==> src/rtl/wsr_pkg.sv <==
package wsr_pkg;

  // Configuration register indexes.
  typedef enum logic [1:0] {
    CfgThresholdLeft  = 2'd0,
    CfgThresholdRight = 2'd1,
    CfgDeadZone       = 2'd2
  } cfg_index_e;

  localparam int unsigned CfgIndexW = 2;
  localparam int unsigned CfgDataW  = 12;
  localparam int unsigned ThrW      = 12;
  localparam int unsigned DeadW     = 8;
  localparam int unsigned EdgesW    = 8;
  localparam int unsigned DriveW    = 13;

  localparam logic [ThrW-1:0]  ThresholdReset = 12'd3351;
  localparam logic [DeadW-1:0] DeadZoneReset  = 8'd5;

  // Width of the count above the dead zone handed to the drive function.
  localparam int unsigned ExcessW = 12;

  // floor(x/15) = (x * 2185) >> 15, exact for x below 4681.
  localparam logic [11:0] Div15Mul   = 12'd2185;
  localparam int unsigned Div15Shift = 15;

  // Result of one rate channel for one tick.
  typedef struct packed {
    logic [EdgesW-1:0] edges;
    logic              active;
    logic [DriveW-1:0] drive;
  } rate_res_t;

  // floor(x*256/15) = 17*x + floor(x/15), since 256 = 15*17 + 1.
  function automatic logic [DriveW-1:0] drive_of(input logic [ExcessW-1:0] x);
    logic [ExcessW+11:0] prod;
    logic [ExcessW-1:0]  quot;
    logic [ExcessW+5:0]  sum;
    prod = {12'd0, x} * {{ExcessW{1'b0}}, Div15Mul};
    quot = ExcessW'(prod >> Div15Shift);
    sum  = {2'd0, x, 4'd0} + {6'd0, x} + {6'd0, quot};
    return sum[DriveW-1:0];
  endfunction

endpackage

==> src/rtl/wsr_ram.sv <==
module wsr_ram #(
  parameter int unsigned WIDTH = 2,
  parameter int unsigned DEPTH = 250
) (
  input  logic                     clk_i,
  input  logic                     we_i,
  input  logic [$clog2(DEPTH)-1:0] waddr_i,
  input  logic [WIDTH-1:0]         wdata_i,
  input  logic                     re_i,
  input  logic [$clog2(DEPTH)-1:0] raddr_i,
  output logic [WIDTH-1:0]         rdata_o
);

  logic [WIDTH-1:0] mem_q [DEPTH];
  logic [WIDTH-1:0] rdata_q;

  always_ff @(posedge clk_i) begin
    if (we_i) begin
      mem_q[waddr_i] <= wdata_i;
    end
    if (re_i) begin
      rdata_q <= mem_q[raddr_i];
    end
  end

  assign rdata_o = rdata_q;

endmodule

==> src/rtl/wsr_rate.sv <==
module wsr_rate
  import wsr_pkg::*;
#(
  parameter int unsigned CNT_W = 8
) (
  input  logic             clk_i,
  input  logic             rst_ni,
  input  logic             advance_i,
  input  logic             edge_i,
  input  logic             old_mark_i,
  input  logic [DeadW-1:0] dead_i,
  output rate_res_t        res_o
);

  logic [CNT_W-1:0]   count_q, count_d;
  logic [ExcessW-1:0] count_x, dead_x, excess;
  logic               active;

  // The mark leaving the window is removed and the new one added.
  assign count_d = count_q - CNT_W'(old_mark_i) + CNT_W'(edge_i);

  always_ff @(posedge clk_i or negedge rst_ni) begin
    if (!rst_ni) begin
      count_q <= '0;
    end else if (advance_i) begin
      count_q <= count_d;
    end
  end

  assign count_x = ExcessW'(count_d);
  assign dead_x  = ExcessW'(dead_i);
  assign active  = count_x >= dead_x;
  assign excess  = count_x - dead_x;

  always_comb begin
    res_o.edges  = count_x[EdgesW-1:0];
    res_o.active = active;
    res_o.drive  = active ? drive_of(excess) : '0;
  end

endmodule

==> src/rtl/windowed_spike_rate_drive_unit.sv <==
// Windowed spike-rate drive unit. Every input transfer is one sample tick with a left and a
// right converter sample; every tick gives exactly one result transfer, in order, through
// stage one and the output register. One tick is accepted in every cycle while the output
// side does not stall; the rate is set by the edge ring, a single RAM of WINDOW entries
// holding the left and right marks side by side, which takes one read and one write per
// tick. Each channel reports its thresholded level, the number of rising edges of that level
// within the last WINDOW ticks (the current one included), whether that count has reached
// the dead zone, and an unsigned Q5.8 drive of floor((count - dead_zone) * 256 / 15), zero
// below the dead zone and not saturated. After reset the window is empty at once; there is
// no clearing pass, as marks from the first lap through the ring are read as zero.
// Configuration writes are always ready and must be made while no tick is in flight.
module windowed_spike_rate_drive_unit
  import wsr_pkg::*;
#(
  parameter int unsigned WINDOW      = 250,
  parameter int unsigned SAMPLE_BITS = 12
) (
  input  logic                   clk_i,
  input  logic                   rst_ni,

  input  logic                   in_valid_i,
  output logic                   in_stall_o,
  input  logic [SAMPLE_BITS-1:0] sample_left_i,
  input  logic [SAMPLE_BITS-1:0] sample_right_i,

  output logic                   out_valid_o,
  input  logic                   out_stall_i,
  output logic                   level_left_o,
  output logic                   level_right_o,
  output logic [EdgesW-1:0]      edges_left_o,
  output logic [EdgesW-1:0]      edges_right_o,
  output logic                   active_left_o,
  output logic                   active_right_o,
  output logic [DriveW-1:0]      drive_left_o,
  output logic [DriveW-1:0]      drive_right_o,

  input  logic                   cfg_valid_i,
  output logic                   cfg_ready_o,
  input  logic [CfgIndexW-1:0]   cfg_index_i,
  input  logic [CfgDataW-1:0]    cfg_data_i
);

  localparam int unsigned PosW = $clog2(WINDOW);
  localparam int unsigned CntW = $clog2(WINDOW + 1);
  localparam logic [PosW-1:0] PosLast = PosW'(WINDOW - 1);

  // Configuration registers. The port never pushes back.
  logic [ThrW-1:0]  thr_left_q, thr_right_q;
  logic [DeadW-1:0] dead_q;

  assign cfg_ready_o = 1'b1;

  always_ff @(posedge clk_i or negedge rst_ni) begin
    if (!rst_ni) begin
      thr_left_q  <= ThresholdReset;
      thr_right_q <= ThresholdReset;
      dead_q      <= DeadZoneReset;
    end else if (cfg_valid_i && cfg_ready_o) begin
      case (cfg_index_e'(cfg_index_i))
        CfgThresholdLeft:  thr_left_q  <= cfg_data_i[ThrW-1:0];
        CfgThresholdRight: thr_right_q <= cfg_data_i[ThrW-1:0];
        CfgDeadZone:       dead_q      <= cfg_data_i[DeadW-1:0];
        default: ;
      endcase
    end
  end

  // Flow control. Stage one holds a tick whose ring read is in flight; the output register
  // holds a finished result. A tick may enter while stage one drains into a free output slot.
  logic out_valid_q, s1_valid_q;
  logic out_free, s1_adv, accept;

  assign out_free   = !out_valid_q || !out_stall_i;
  assign s1_adv     = s1_valid_q && out_free;
  assign in_stall_o = s1_valid_q && !out_free;
  assign accept     = in_valid_i && !in_stall_o;

  // Thresholds are compared in the sample width: zero-extended or cut to SAMPLE_BITS.
  logic [15:0]            thr_left_w, thr_right_w;
  logic [SAMPLE_BITS-1:0] thr_left_s, thr_right_s;
  logic                   level_left, level_right;
  logic                   last_left_q, last_right_q;

  assign thr_left_w  = {{(16 - ThrW){1'b0}}, thr_left_q};
  assign thr_right_w = {{(16 - ThrW){1'b0}}, thr_right_q};
  assign thr_left_s  = thr_left_w[SAMPLE_BITS-1:0];
  assign thr_right_s = thr_right_w[SAMPLE_BITS-1:0];
  assign level_left  = sample_left_i >= thr_left_s;
  assign level_right = sample_right_i >= thr_right_s;

  // Ring position and first-lap tracking. Until the position has wrapped once, the entry
  // being read was never written, so its mark is taken as zero.
  logic [PosW-1:0] pos_q;
  logic            wrapped_q;

  always_ff @(posedge clk_i or negedge rst_ni) begin
    if (!rst_ni) begin
      pos_q        <= '0;
      wrapped_q    <= 1'b0;
      last_left_q  <= 1'b0;
      last_right_q <= 1'b0;
    end else if (accept) begin
      last_left_q  <= level_left;
      last_right_q <= level_right;
      if (pos_q == PosLast) begin
        pos_q     <= '0;
        wrapped_q <= 1'b1;
      end else begin
        pos_q <= pos_q + PosW'(1);
      end
    end
  end

  // Stage one registers: the tick's levels and edge marks, where it sits in the ring, and
  // whether the old mark read there is real.
  logic            s1_level_left_q, s1_level_right_q;
  logic            s1_edge_left_q, s1_edge_right_q;
  logic            s1_old_ok_q;
  logic [PosW-1:0] s1_pos_q;

  always_ff @(posedge clk_i or negedge rst_ni) begin
    if (!rst_ni) begin
      s1_valid_q <= 1'b0;
    end else if (accept) begin
      s1_valid_q <= 1'b1;
    end else if (s1_adv) begin
      s1_valid_q <= 1'b0;
    end
  end

  always_ff @(posedge clk_i) begin
    if (accept) begin
      s1_level_left_q  <= level_left;
      s1_level_right_q <= level_right;
      s1_edge_left_q   <= level_left && !last_left_q;
      s1_edge_right_q  <= level_right && !last_right_q;
      s1_old_ok_q      <= wrapped_q;
      s1_pos_q         <= pos_q;
    end
  end

  // Edge ring: bit 0 is the left mark, bit 1 the right. The read is issued when a tick is
  // accepted and its data stays put while stage one is held. The new marks are written back
  // when the tick leaves stage one; the next tick always reads a different entry.
  logic [1:0] old_marks;

  wsr_ram #(
    .WIDTH(2),
    .DEPTH(WINDOW)
  ) u_ring (
    .clk_i  (clk_i),
    .we_i   (s1_adv),
    .waddr_i(s1_pos_q),
    .wdata_i({s1_edge_right_q, s1_edge_left_q}),
    .re_i   (accept),
    .raddr_i(pos_q),
    .rdata_o(old_marks)
  );

  // Running counts and drive values, one unit per channel.
  rate_res_t res_left, res_right;

  wsr_rate #(
    .CNT_W(CntW)
  ) u_rate_left (
    .clk_i     (clk_i),
    .rst_ni    (rst_ni),
    .advance_i (s1_adv),
    .edge_i    (s1_edge_left_q),
    .old_mark_i(old_marks[0] && s1_old_ok_q),
    .dead_i    (dead_q),
    .res_o     (res_left)
  );

  wsr_rate #(
    .CNT_W(CntW)
  ) u_rate_right (
    .clk_i     (clk_i),
    .rst_ni    (rst_ni),
    .advance_i (s1_adv),
    .edge_i    (s1_edge_right_q),
    .old_mark_i(old_marks[1] && s1_old_ok_q),
    .dead_i    (dead_q),
    .res_o     (res_right)
  );

  // Output register.
  rate_res_t out_left_q, out_right_q;
  logic      out_level_left_q, out_level_right_q;

  always_ff @(posedge clk_i or negedge rst_ni) begin
    if (!rst_ni) begin
      out_valid_q <= 1'b0;
    end else if (out_free) begin
      out_valid_q <= s1_valid_q;
    end
  end

  always_ff @(posedge clk_i) begin
    if (s1_adv) begin
      out_left_q        <= res_left;
      out_right_q       <= res_right;
      out_level_left_q  <= s1_level_left_q;
      out_level_right_q <= s1_level_right_q;
    end
  end

  assign out_valid_o    = out_valid_q;
  assign level_left_o   = out_level_left_q;
  assign level_right_o  = out_level_right_q;
  assign edges_left_o   = out_left_q.edges;
  assign edges_right_o  = out_right_q.edges;
  assign active_left_o  = out_left_q.active;
  assign active_right_o = out_right_q.active;
  assign drive_left_o   = out_left_q.drive;
  assign drive_right_o  = out_right_q.drive;

endmodule

==> config.mk <==
export PLATFORM = sky130hd
export DESIGN_NAME = windowed_spike_rate_drive_unit
export DESIGN_NICKNAME = d
export VERILOG_FILES = /design/src/rtl/wsr_pkg.sv /design/src/rtl/wsr_ram.sv /design/src/rtl/wsr_rate.sv /design/src/rtl/windowed_spike_rate_drive_unit.sv
export SDC_FILE = /design/constraint.sdc
export NUM_CORES = 1
export LEC_CHECK = 0
export ABC_AREA = 1
export BUFFER_PORTS_ARGS = -buffer_cell sky130_fd_sc_hd__buf_2
export CAP_MARGIN = 20
export CORE_UTILIZATION = 45
export DETAILED_ROUTE_END_ITERATION = 10
export PLACE_DENSITY = 0.71
export SYNTH_ARGS = -nofsm -noshare
export SYNTH_HDL_FRONTEND = slang
export SYNTH_SLANG_ARGS = --single-unit
==> constraint.sdc <==
create_clock -name clk_i -period 10.2 [get_ports clk_i]
set_input_delay 2.04 -clock clk_i [delete_from_list [all_inputs] [get_ports clk_i]]
set_output_delay 2.04 -clock clk_i [all_outputs]
set_load 0.01 [all_outputs]
======== Word level (Yosys, flattened, before mapping) ========
Memory sizes are Yosys's and may differ from the RTL's. A register that Yosys moved wholly into a read port is not among the register bits.
Index checks and enable logic that the tools add are counted.
cells by class
  add/subtract/negate cells ............... 11
  $mul .................................... 2
  $lt $le $gt $ge ......................... 4
  equal/unequal tests ..................... 3
  muxes and demuxes ....................... 5
  reductions and logical operators ........ 20
operator list
  kind                                                                    count
  12-bit by 12-bit multiplier with 24-bit output (second input constant)  2
  13-bit by 12-bit adder with 13-bit output                               2
  13-bit by 9-bit adder with 13-bit output                                2
  12-bit greater-or-equal comparator                                      2
  8-bit by 8-bit subtractor with 9-bit output                             2
  8-bit by 1-bit adder with 8-bit output                                  2
  8-bit greater-or-equal comparator                                       2
  8-bit by 1-bit subtractor with 8-bit output                             2
  8-bit by 1-bit adder with 8-bit output (second input constant)          1
  8-bit equality test (second input constant)                             1
  8-bit two-way mux                                                       1
  2-bit AND reduction                                                     4
  1-bit logical AND                                                       7
  1-bit logical NOT                                                       6
  1-bit two-way mux                                                       4
  2-bit by 1-bit equality test with 1-bit output (second input constant)  1
  2-bit equality test (second input constant)                             1
  2-bit logical NOT                                                       1
  2-bit nonzero test                                                      1
  1-bit logical OR                                                        1
storage, ports and cells
  register bits after elaboration ......... 120
  bits in writable memories ............... 500
  input bits .............................. 43
  output and inout bits ................... 49
  memories kept ........................... 1
memories
  memory        words  bits a word  rd ports  clocked after memory_dff  write ports  line           source
  u_ring.mem_q  250    2            1         1                         1            wsr_ram.sv:14  logic [WIDTH-1:0] mem_q [DEPTH];

======== Depth between registers and ports, before layout ========
  depth in word-level cells ............... 7
  depth in mapped cells ................... 47
  depth with buffers taken out ............ 47

======== Hierarchy ========
From an unflattened synthesis, not the netlist that was laid out.
unflattened totals
  cells, all modules ...................... 3,379
  area, all modules ....................... 32,606.3 um2
modules (own cells, without submodules)
  module                          times used  cells an instance  area each (um2)  sequential area each (um2)
  wsr_ram                         1           2,042              21,725.8         15,074.5
  windowed_spike_rate_drive_unit  1           383                4,345.4          2,917.8
  wsr_rate at u_rate_left         1           479                3,313.2          200.2
  wsr_rate at u_rate_right        1           475                3,221.8          200.2

======== Least setup slack after synthesis ========
No wires, ideal clock.
  path type ............................... reg-to-reg
  start ................................... register s1_edge_right_q
  end ..................................... register out_right_q (netlist bit drive_right_o[9]) (data pin)
  library setup time ...................... 0.250 ns
  data arrival time ....................... 9.921 ns
  setup slack ............................. 0.029 ns
  cell stages (with the launch flop) ...... 39
  clock period less this slack ............ 10.171 ns
  path through ............................ edfxtp_1 -> ha_1 -> inv_1 -> fa_1 -> inv_1 -> a31oi_1 -> or2_2 -> nand2_1 -> nand2_1 -> nand2_1 -> nand2_1 -> and2_1 -> ha_1 -> inv_1 -> nor3_1 -> nand2_1 -> o2111ai_1 -> inv_1 -> [3 not listed] -> ha_1 -> ha_1 -> a21oi_1 -> o21ai_0 -> a21oi_1 -> nand2_1 -> xnor2_1 -> fa_1 -> inv_1 -> ha_1 -> a21oi_1 -> o21ai_0 -> a21oi_1 -> nor2_1 -> nor2_1 -> xor2_1 -> nand2_1 -> inv_1
RTL lines
  element                   line                                   source
  start: declaration        windowed_spike_rate_drive_unit.sv:117  logic s1_edge_left_q, s1_edge_right_q;
  start signal: assignment  windowed_spike_rate_drive_unit.sv:136  s1_edge_right_q <= level_right && !last_right_q;
  end signal: assignment    windowed_spike_rate_drive_unit.sv:202  out_right_q <= res_right;
  end: declaration          windowed_spike_rate_drive_unit.sv:188  rate_res_t out_left_q, out_right_q;

==> out/qor.csv <==
stage,metric,value,unit
cts,cts_buffers,67,
routing,routed_via_density,5.38,
timing,worst_pin_slew,1.21,ns
routing,final_antenna_net_count,0,
critical_path,rr_endpoint,drive_left_o[10]$_SDFFCE_PN0P_,
critical_path,critPathMostFrequentCell,ha_1,
synthesis,yosys.area.top_type,edfxtp_1,
critical_path,path_max_fanout,8,
critical_path,rr_worst_depth,41,
critical_path,slowest_delay,0.43,ns
cts,clk_latency,0.62,ns
min_path,hold_depth,0,
synthesis,synthArstFlopShare,9.81,%
min_path,min_to,level_right_o$_DFFE_PP_,
cells_and_area,layout.nets,3581,
synthesis,ys_top_cells_by_area,"edfxtp_1, nor2_1, ha_1",
synthesis,synth_top_area_share,52.5,%
synthesis,synth-seq-cells,622,
synthesis,synth_edf_count,561,
critical_path,slowest_stage,fa_1,
critical_path,start_kind,register,
floorplan,die_height,269,um
cts,clk_pin_slew,0.06,ns
timing,hold_viol_final,0,
cts,cts_buffer_depth,3,
floorplan,coreArea,0.0703,sq mm
grt,grt_use_total,21.6,%
cts,root_buffer,clkbuf_16,
cells_and_area,diodes,0,
cells_and_area,final_common_cell,nor2_1,
cells_and_area,final_cell_mix,"nor2_1, edfxtp_1, nand2_1, inv_1, o21ai_0",
routing,drt-total-wl,77.1,mm
critical_path,required,10.54,ns
cts,cts_resized,0,
grt,grt_max_degree,251,
floorplan,ioPinCount,92,
timing,fin_crit_sh,80.5,%
timing,fin_tns_setup,0,ns
timing,min_period,8.21,ns
floorplan,fp.dieArea,0.0724,sq mm
synthesis,synth_fp_nets,3545,
critical_path,r2r_setup_slack,1.99,ns
routing,num_vias,23200,
timing,relSlewSlack,19.1,%
critical_path,r2r_start,s1_old_ok_q$_DFFE_PP_,
timing,rsz0062_at_grt,false,
cts,cts_num_sinks,622,
routing,post_drt_wl_per_cell,17.9,um
run_status,outcome,finished clean,
floorplan,die_w,269,um
cells_and_area,drive_gt1_share,6.92,%
synthesis,synthesis.area,0.0321,sq mm
critical_path,worstSetupEndpointType,register,
cts,hold_buffers,0,
timing,maxSlewViolCount,0,
timing,max_freq,122,MHz
critical_path,crit_type,register to register,
placed_design,dp_hpwl,47.7,mm
job,cap_violations,0,
grt,grt_pass1_vias,22900,
placed_design,gp_congestion,0.917,
synthesis,synth_area_per_cell,9.78,sq um
cells_and_area,syn2layout_area_growth,10.4,%
synthesis,yosysSeqAreaShare,57.3,%
grt,antenna_found_initial,0,
routing,drtIter0Drc,2194,
cts,cts_tree,built,
timing,setup_viol,0,
critical_path,cp.arrival,8.55,ns
min_path,hp-class,register to register,
timing,finClkSkew,0.0297,ns
placed_design,port-buffer-count,90,
cts,cts.htree.levels,3,
min_path,min_from,s1_level_right_q$_DFFE_PP_,
grt,grt_first_pass_wirelength,121,mm
grt,overflow,0,
synthesis,ys_warn_count,0,
synthesis,netlist_instances,3280,
cts,cts_setup_buffers,0,
routing,dr.pass1.iters,6,
floorplan,num_rows,97,
floorplan,start_util,45.7,%
synthesis,yosysUniqueCellTypes,44,
synthesis,synth_flop_cell,edfxtp_1,
routing,drc,0,
==> per-stage QoR <==
stage	setup WS (ns)	std cells	area (sq um)	util, %	hold WS, ns
floorplan	0.0289	3280	32100	-	0.400
global placement	2.19	4186	33200	47.2	0.402
detailed placement	2.00	4186	33200	47.2	0.406
CTS	1.99	4306	35400	50.4	0.419
global route	1.28	4307	35400	50.4	0.435
finish	1.99	4307	35400	50.4	0.418
==> cell families (layout without fill, tap and decap cells) <==
kind of cell / after synthesis / in the layout / synth area share, %
AOI/OAI and AO/OA: 551 / 551 / 9.22
xor gates and xnor gates: 49 / 49 / 1.34
adders and majority gates: 222 / 222 / 9.22
buffers and inverters: 451 / 538 / 5.84
DFF: 622 / 622 / 57.3
other: 1 / 1 / 0.0117
and+or+nand+nor: 1384 / 1384 / 17.1
==> registers in the layout, indices dropped and copies added, names as in the netlist, 2 cells and up <==
signal / flops
u_ring.rdata_o: 2
edges_left_o: 8
drive_right_o: 13
pos_q: 8
u_rate_right.count_q: 8
edges_right_o: 8
drive_left_o: 13
u_ring.mem_q: 500
thr_left_q: 12
s1_pos_q: 8
thr_right_q: 12
dead_q: 8
u_rate_left.count_q: 8
==> how the worst max path moves through the flow <==
| stage | start | to | slack [ns] |
|---|---|---|---|
| floorplan | s1_edge_right_q$_DFFE_PP_ | drive_right_o[9]$_SDFFCE_PN0P_ | 0.03 |
| global placement | s1_old_ok_q$_DFFE_PP_ | drive_left_o[10]$_SDFFCE_PN0P_ | 2.19 |
| detailed placement | s1_old_ok_q$_DFFE_PP_ | drive_left_o[10]$_SDFFCE_PN0P_ | 2.00 |
| CTS | s1_old_ok_q$_DFFE_PP_ | drive_left_o[10]$_SDFFCE_PN0P_ | 1.99 |
| global route | s1_old_ok_q$_DFFE_PP_ | drive_right_o[10]$_SDFFCE_PN0P_ | 1.28 |
| finish | s1_old_ok_q$_DFFE_PP_ | drive_left_o[10]$_SDFFCE_PN0P_ | 1.99 |
==> metal layers <==
| layer | routed length [um] | GRT usage [%] | share of wire, % |
|---|---|---|---|
| met3 | 5310 | 3.53 | 6.9 |
| met1 | 31200 | 26.5 | 40 |
| met5 | 0 | 0 | 0 |
| met2 | 37900 | 38.0 | 49 |
| met4 | 2710 | 8.55 | 3.5 |
==> layout make-up <==
cell class	instances	area [sq um]
flip-flops and latches	622	18400
fillers	6255	34800
clock buffers	84	1790
clock inverters	36	433
multi-input cells	2207	11800
inverters	309	1160
well taps	940	1180
repair buffers	109	638
==> worst max-delay path, delay by kind of cell (launching register included) <==
family / cells / cell delay [ns]
fa+ha+maj: 11 / 3.66
simple gates: 15 / 1.73
compound gates: 7 / 1.30
buf+inv: 7 / 0.73
flops: 1 / 0.39
xor+xnor: 1 / 0.13
==> cell usage after synthesis (3+ instances only) <==
master     number
a21o_1          4
a21oi_1       120
a31oi_1         7
and2_1          4
buf_1           6
buf_2          34
buf_4          15
buf_6           8
clkbuf_1       77
dfrtp_1        45
dfstp_2        16
edfxtp_1      561
fa_1           24
ha_1          198
inv_1         304
inv_2           3
nand2_1       462
nand3_1       129
nand4_1        13
nor2_1        735
nor3_1         26
nor4_1          7
o2111ai_1       3
o211ai_1       38
o21a_1          3
o21ai_0       296
o21ai_1        48
o21bai_1        8
o22ai_1        13
o31ai_1         4
or2_2           3
xnor2_1        17
xor2_1         32
Power is left out: the tool's default activity adds up to more than one toggle a clock period on the data nets, which glitch-free logic cannot reach.
